$ cat src/rtl/ckbs_pkg.sv
`timescale 1ns / 1ps
`default_nettype none
// ----------------------------------------------------------------------------
// ckbs_pkg
// Shared types, constants and key tables for the counter-keyed byte stream
// cipher core.
// ----------------------------------------------------------------------------
package ckbs_pkg;

    localparam int CNT_W  = 16;
    localparam int BYTE_W = 8;
    localparam int KEY_DEPTH = 256;

    localparam logic [BYTE_W-1:0] DATA_MASK = 8'hAB;
    localparam logic [BYTE_W-1:0] KEY1_SEED = 8'h9D;
    localparam logic [BYTE_W-1:0] KEY2_SEED = 8'h62;

    // Direction select; it doubles as the counter memory address.
    typedef enum logic {
        OP_ENCRYPT = 1'b0,
        OP_DECRYPT = 1'b1
    } op_t;

    typedef logic [CNT_W-1:0] cnt_t;
    typedef logic [BYTE_W-1:0] byte_t;
    typedef logic [KEY_DEPTH-1:0][BYTE_W-1:0] key_tab_t;

    // Write port of the counter memory.
    typedef struct packed {
        logic en;
        op_t  addr;
        cnt_t data;
    } ctr_wr_t;

    // The tables are built at elaboration; they synthesize to constant ROMs.
    function automatic key_tab_t gen_key1();
        key_tab_t tab;
        byte_t    a;
        byte_t    ma;
        byte_t    mult;
        a = KEY1_SEED;
        for (int i = 0; i < KEY_DEPTH; i++)
        begin
            tab[i] = a;
            ma     = a * 8'hFA;
            mult   = 8'h0F + ma;
            a      = mult * a + 8'h13;
        end
        return tab;
    endfunction

    function automatic key_tab_t gen_key2();
        key_tab_t tab;
        byte_t    b;
        byte_t    mb;
        byte_t    mult;
        b = KEY2_SEED;
        for (int i = 0; i < KEY_DEPTH; i++)
        begin
            tab[i] = b;
            mb     = b * 8'h5C;
            mult   = 8'h79 - mb;
            b      = mult * b + 8'h6D;
        end
        return tab;
    endfunction

    localparam key_tab_t KEY1_TAB = gen_key1();
    localparam key_tab_t KEY2_TAB = gen_key2();

    // Input byte whitening: XOR with a constant, then swap the nibbles.
    function automatic byte_t whiten(input byte_t d);
        byte_t x;
        x = d ^ DATA_MASK;
        return {x[3:0], x[7:4]};
    endfunction

endpackage
`default_nettype wire

$ cat src/rtl/counter_keyed_byte_stream_cipher_core.sv
`timescale 1ns / 1ps
`default_nettype none
// ----------------------------------------------------------------------------
// counter_keyed_byte_stream_cipher_core
// Byte stream cipher with per-direction 16-bit counters and table keystream.
// ----------------------------------------------------------------------------
// The core takes one byte per clock unless stalled and returns its result
// through a stage-one register and an output register. The encrypt and
// decrypt counters live in a two-entry memory with a registered read: the
// count is read at acceptance, used and incremented while the byte is in
// stage one, and written back as it moves on; a bypass on the write port
// keeps consecutive bytes of the same direction correct at full rate. Both
// counters read as zero after reset without any clearing pass, so the core is ready immediately.
// ----------------------------------------------------------------------------
module counter_keyed_byte_stream_cipher_core (
    input  wire logic clk,
    input  wire logic rst_n,
    input  wire logic item_valid,
    output logic      item_stall,
    input  wire logic opcode,
    input  wire logic [7:0] data_byte,
    input  wire logic buffer_end,
    output logic      result_valid,
    input  wire logic result_stall,
    output logic [7:0] out_byte,
    output logic      result_end
);
    import ckbs_pkg::*;

    logic    item_accept;
    logic    s1_go;
    logic    s1_valid_reg;
    logic    s1_valid_next;
    op_t     s1_op_reg;
    byte_t   s1_data_reg;
    logic    s1_end_reg;
    logic    out_valid_reg;
    logic    out_valid_next;
    byte_t   out_byte_reg;
    logic    out_end_reg;
    cnt_t    cnt;
    byte_t   keystream;
    ctr_wr_t ctr_wr;

    assign s1_go       = s1_valid_reg && (!out_valid_reg || !result_stall);
    assign item_stall  = s1_valid_reg && !s1_go;
    assign item_accept = item_valid && !item_stall;

    ckbs_ctr_mem u_ctr_mem (
        .clk     (clk),
        .rst_n   (rst_n),
        .rd_en   (item_accept),
        .rd_addr (op_t'(opcode)),
        .wr      (ctr_wr),
        .rd_data (cnt)
    );

    ckbs_key_rom u_key_rom (
        .cnt       (cnt),
        .keystream (keystream)
    );

    always_comb
    begin
        ctr_wr.en   = s1_go;
        ctr_wr.addr = s1_op_reg;
        ctr_wr.data = cnt + cnt_t'(1);
    end

    always_comb
    begin
        if (item_accept)
        begin
            s1_valid_next = 1'b1;
        end
        else if (s1_go)
        begin
            s1_valid_next = 1'b0;
        end
        else
        begin
            s1_valid_next = s1_valid_reg;
        end
    end

    always_comb
    begin
        if (s1_go)
        begin
            out_valid_next = 1'b1;
        end
        else if (!result_stall)
        begin
            out_valid_next = 1'b0;
        end
        else
        begin
            out_valid_next = out_valid_reg;
        end
    end

    always_ff @(posedge clk or negedge rst_n)
    begin
        if (!rst_n)
        begin
            s1_valid_reg  <= 1'b0;
            out_valid_reg <= 1'b0;
        end
        else
        begin
            s1_valid_reg  <= s1_valid_next;
            out_valid_reg <= out_valid_next;
        end
    end

    always_ff @(posedge clk)
    begin
        if (item_accept)
        begin
            s1_op_reg   <= op_t'(opcode);
            s1_data_reg <= whiten(data_byte);
            s1_end_reg  <= buffer_end;
        end
    end

    always_ff @(posedge clk)
    begin
        if (s1_go)
        begin
            out_byte_reg <= s1_data_reg ^ keystream;
            out_end_reg  <= s1_end_reg;
        end
    end

    assign result_valid = out_valid_reg;
    assign out_byte     = out_byte_reg;
    assign result_end   = out_end_reg;

endmodule
`default_nettype wire

$ cat src/rtl/ckbs_ctr_mem.sv
`timescale 1ns / 1ps
`default_nettype none
// ----------------------------------------------------------------------------
// ckbs_ctr_mem
// Two-entry counter memory, one entry per direction, with a registered read,
// a same-cycle write bypass and per-entry valid bits that read as zero.
// ----------------------------------------------------------------------------
module ckbs_ctr_mem (
    input  wire logic              clk,
    input  wire logic              rst_n,
    input  wire logic              rd_en,
    input  wire ckbs_pkg::op_t     rd_addr,
    input  wire ckbs_pkg::ctr_wr_t wr,
    output ckbs_pkg::cnt_t         rd_data
);
    import ckbs_pkg::*;

    cnt_t       mem [2];
    logic [1:0] valid_reg;
    logic [1:0] valid_next;
    cnt_t       rd_data_reg;

    always_comb
    begin
        valid_next = valid_reg;
        if (wr.en)
        begin
            valid_next[wr.addr] = 1'b1;
        end
    end

    always_ff @(posedge clk or negedge rst_n)
    begin
        if (!rst_n)
        begin
            valid_reg <= '0;
        end
        else
        begin
            valid_reg <= valid_next;
        end
    end

    always_ff @(posedge clk)
    begin
        if (wr.en)
        begin
            mem[wr.addr] <= wr.data;
        end
    end

    // A read that hits the entry being written in the same cycle takes the
    // new value, so back-to-back bytes of one direction see fresh counts.
    always_ff @(posedge clk)
    begin
        if (rd_en)
        begin
            if (wr.en && (wr.addr == rd_addr))
            begin
                rd_data_reg <= wr.data;
            end
            else if (valid_reg[rd_addr])
            begin
                rd_data_reg <= mem[rd_addr];
            end
            else
            begin
                rd_data_reg <= '0;
            end
        end
    end

    assign rd_data = rd_data_reg;

endmodule
`default_nettype wire

$ cat src/rtl/ckbs_key_rom.sv
`timescale 1ns / 1ps
`default_nettype none
// ----------------------------------------------------------------------------
// ckbs_key_rom
// Keystream byte lookup: low counter byte indexes the first key table, high
// counter byte the second, and the two entries are combined by XOR.
// ----------------------------------------------------------------------------
module ckbs_key_rom (
    input  wire ckbs_pkg::cnt_t cnt,
    output ckbs_pkg::byte_t     keystream
);
    import ckbs_pkg::*;

    byte_t key1;
    byte_t key2;

    assign key1      = KEY1_TAB[cnt[7:0]];
    assign key2      = KEY2_TAB[cnt[15:8]];
    assign keystream = key1 ^ key2;

endmodule
`default_nettype wire

$ cat config.mk
export PLATFORM = sky130hd
export DESIGN_NAME = counter_keyed_byte_stream_cipher_core
export DESIGN_NICKNAME = d
export VERILOG_FILES = /design/src/rtl/ckbs_pkg.sv /design/src/rtl/counter_keyed_byte_stream_cipher_core.sv /design/src/rtl/ckbs_ctr_mem.sv /design/src/rtl/ckbs_key_rom.sv
export SDC_FILE = /design/constraint.sdc
export NUM_CORES = 1
export LEC_CHECK = 0
export BUFFER_PORTS_ARGS = -buffer_cell sky130_fd_sc_hd__buf_2
export CAP_MARGIN = 20
export CORE_MARGIN = 10
export CORE_UTILIZATION = 35
export CTS_CLUSTER_SIZE = 25
export DETAILED_ROUTE_END_ITERATION = 16
export PLACE_DENSITY = 0.5
export SLEW_MARGIN = 20
export SYNTH_ARGS = -nofsm -noshare
export SYNTH_HDL_FRONTEND = slang
export SYNTH_SLANG_ARGS = --single-unit
$ cat constraint.sdc
create_clock -name clk -period 5.7 [get_ports clk]
set_clock_uncertainty 0.1 [all_clocks]
set_input_delay 0.57 -clock clk [delete_from_list [all_inputs] [get_ports clk]]
set_output_delay 0.57 -clock clk [all_outputs]
set_load 0.02 [all_outputs]
==> impl_metrics.tcl <==
set metrics [dict create \
    drt-wirelength-per-cell_microns 19.07 \
    setup-violations-final 0 \
    synth_top_family_by_area "compound AO/OA/AOI/OAI gates" \
    vias 4785 \
    yosys_register_bits 87 \
    outcome "finished clean" \
    viasPerCell 5.800 \
    fin_nets 631 \
    finalSetupTns_ns 0 \
    die_w_microns 150.9 \
    max_freq_ghz 0.2459 \
    grt_max_degree 29 \
    std_cell_rows 47 \
    port_buffers 24 \
    async_flop_share 0.04598 \
    area_delta_synth_final_pct 8.007 \
    gp_congestion 0.8940 \
    ant_nets 0 \
    vdd_drop_max_mv 0.1853 \
    cp-start-kind "flip-flop" \
    rsz0062_at_grt "false" \
    drive_gt1_frac 0.1686 \
    dpl.hpwl_microns 10970 \
    worstPathArrival_ns 4.21 \
    critical_path_class "flip-flop to flip-flop" \
    syn_area_sq_um 6001 \
    ys_seq_area_frac 0.4053 \
    grt_use_total 0.1380 \
    r2r-start "result_valid$_DFFE_PN0P_" \
    drt_iter0_drc 488 \
    dieArea_sq_um 22780 \
    postCtsResizedCells 0 \
    p_per_area_nw_per_um2 356.1 \
    slowest_delay_ns 0.47 \
    cts_tree "done" \
    tightestPinTransition_ns 1.056 \
    min_from "data_byte[6]" \
    drv_cap 0 \
    yosysTopAreaCell "edfxtp_1" \
    fp.dieH_microns 150.9 \
    crit_fanout 21 \
    intPower_w 0.001483 \
    largest_register_ffs 32 \
    seqPwrFrac 0.377 \
    grt_pass1_vias 4734 \
    layout_commonest_cell "edfxtp_1" \
    htree_levels 3 \
    combPwrFrac 0.359 \
    synthXorXnorAreaFrac 0.06005 \
    slew_viol_final 0 \
    placed_area_sq_um 6162 \
    ys_types 90 \
    synth_area_leaders "edfxtp_1, dfxtp_1, xnor2_1, mux2i_1, ha_1" \
    synthSimpleGateAreaFrac 0.1341 \
    cts.sinks 87 \
    hold_path_depth 1 \
    drt_wl_total_microns 15730 \
    netSwitchingPower_w 0.0008248 \
    r2r_slack_ns 1.63 \
    diodes 0 \
    antenna_found_initial 0 \
    most-common-layout-cells "edfxtp_1, nand2_1, nor2_1, o21ai_0, xnor2_1" \
    synthMuxAreaShare 0.06651 \
    overflow 0 \
    synth_fa_ha_area_frac 0.03711 \
    drt_pass1_iterations 5 \
    min_path_type "primary input to flip-flop" \
    clk_pin_slew_ns 0.07 \
    synth_edf_count 67 \
    yosysTopAreaCellShare 0.3353 \
    clock_path_buffers 2 \
    cp_cell_sequence "nand3_1 > nand2_1 > buf_4 > inv_1 > o21a_1 > o22ai_1 > inv_1 > ha_1 > maj3_1 > o221ai_1 > and4b_1 > a211oi_1 > a211oi_1" \
    syn-num-nets 622 \
    switching_share 0.3574 \
    finalHoldViolations 0 \
    cts_root_buffer "clkbuf_16" \
    post-route-period-util 0.7133 \
    synth_ff_type "edfxtp_1" \
    finalInstanceArea_sq_um 6481 \
    synthCells 591 \
    synth.yosys.warnings 0 \
    num_io_pins 25 \
    power.leakage_nw 2.347 \
    pwr-share-clk 0.265 \
    worstPathRequired_ns 5.85 \
    worstSkewPairLatency_ns 0.33 \
    cts-buffers-inserted 9 \
    hold_end "s1_data_reg[2]$_DFFE_PN_" \
    syn_avg_cell_area_sq_um 10.15 \
    initial_core_util 0.3593 \
    ff2ff_path_depth 13 \
    core_area_sq_um 16700 \
    drc 0 \
    synth-compound-area-share 0.2258 \
    cp-end-kind "flip-flop" \
    max_slew_margin 0.2961 \
    grt_pass1_wl_microns 25390 \
    min_period_ns 4.066 \
    fillers 1699 \
    critical_path.slowest_cell "o22ai_1" \
    r2r-end "u_key_rom.key2[7]$_DFF_P_" \
]
critical path, delay by kind of cell, from the launching register on:
kind | cells | cell delay [ns]
AOI/OAI and AO/OA | 5 | 1.24
adders and majority gates | 2 | 0.72
buffers and inverters | 3 | 0.97
DFF | 1 | 0.40
and+or+nand+nor | 3 | 0.55
synthesized netlist by cell type (all sizes together) (8+ instances only):
master / count
edfxtp: 67
nand2: 50
nor2: 38
o21ai: 36
a21oi: 31
xnor2: 31
nand3: 25
buf: 24
inv: 23
mux2i: 23
ha: 17
clkbuf: 16
dfxtp: 16
o22ai: 14
a211oi: 13
o211ai: 12
nor3: 11
mux2: 10
nand4: 10
and2: 8
xor2: 8
how the worst max path moves through the flow:
stage                             startpoint                         to  slack (ns)  cells past startpoint
floorplan                       result_stall  u_key_rom.key1[7]$_DFF_P_        2.06                     13
global placement                      opcode  u_key_rom.key2[7]$_DFF_P_        1.42                     13
detailed placement                    opcode  u_key_rom.key2[7]$_DFF_P_        1.39                     13
CTS                 result_valid$_DFFE_PN0P_  u_key_rom.key2[7]$_DFF_P_        1.68                     13
global route        result_valid$_DFFE_PN0P_  u_key_rom.key2[7]$_DFF_P_        1.28                     13
finish              result_valid$_DFFE_PN0P_  u_key_rom.key2[7]$_DFF_P_        1.63                     13
layer usage:
layer | GRT usage | routed length, microns | up-vias | part of all wire
met5 | 0 | 0 | - | 0
met4 | 0.04909 | 212 | 0 | 0.013
met3 | 0.01551 | 592 | 23 | 0.038
met2 | 0.2283 | 7730 | 144 | 0.49
met1 | 0.1824 | 7195 | 2362 | 0.46
li1 | - | - | 2256 | -
area by class of cell:
| class | instances | area [sq um] | area share |
|---|---|---|---|
| Multi-Input combinational cell | 440 | 3146 | 0.4853 |
| Sequential cell | 87 | 2432 | 0.3753 |
| Tap cell | 220 | 275.3 | 0.04247 |
| Timing Repair Buffer | 38 | 227.7 | 0.03514 |
| Clock buffer | 9 | 225.2 | 0.03475 |
| Inverter | 24 | 95.09 | 0.01467 |
| Clock inverter | 7 | 80.08 | 0.01236 |
repair_timing:
action | CTS | global route
hold buffers | 1 | 0
setup buffers | 0 | 0
endpoints found under the hold margin | 4 | 0
power by group through the flow:
stage | clock network [W] | logic [W] | registers (W)
finish | 0.000611 | 0.000828 | 0.000869
detailed placement | 0 | 0.000820 | 0.000884
CTS | 0.000629 | 0.000824 | 0.000870
floorplan | 0 | 0.000636 | 0.000890
global route | 0.000652 | 0.000910 | 0.000880
global placement | 0 | 0.000819 | 0.000881
stage by stage:
| stage | power [W] | utilization | worst slack [ns] | hold slack (ns) | std cells |
|---|---|---|---|---|---|
| CTS | 0.002323 | 0.3878 | 1.683 | 0.2990 | 825 |
| finish | 0.002308 | 0.3881 | 1.634 | 0.3151 | 825 |
| floorplan | 0.001526 | - | 2.063 | 0.1744 | 591 |
| global route | 0.002442 | 0.3881 | 1.276 | 0.3042 | 825 |
| global placement | 0.001701 | 0.3690 | 1.417 | 0.2754 | 808 |
| detailed placement | 0.001704 | 0.3690 | 1.393 | 0.2777 | 808 |
cell families (layout without fill, tap and decap cells):
| logic type | count (synthesis) | after routing |
|---|---|---|
| buffers and inverters | 64 | 78 |
| xor gates and xnor gates | 39 | 39 |
| and+or+nand+nor | 165 | 165 |
| AOI/OAI and AO/OA | 183 | 183 |
| muxes | 35 | 35 |
| DFF | 87 | 87 |
| adders and majority gates | 18 | 18 |
Power figures use the tool's default switching activity.
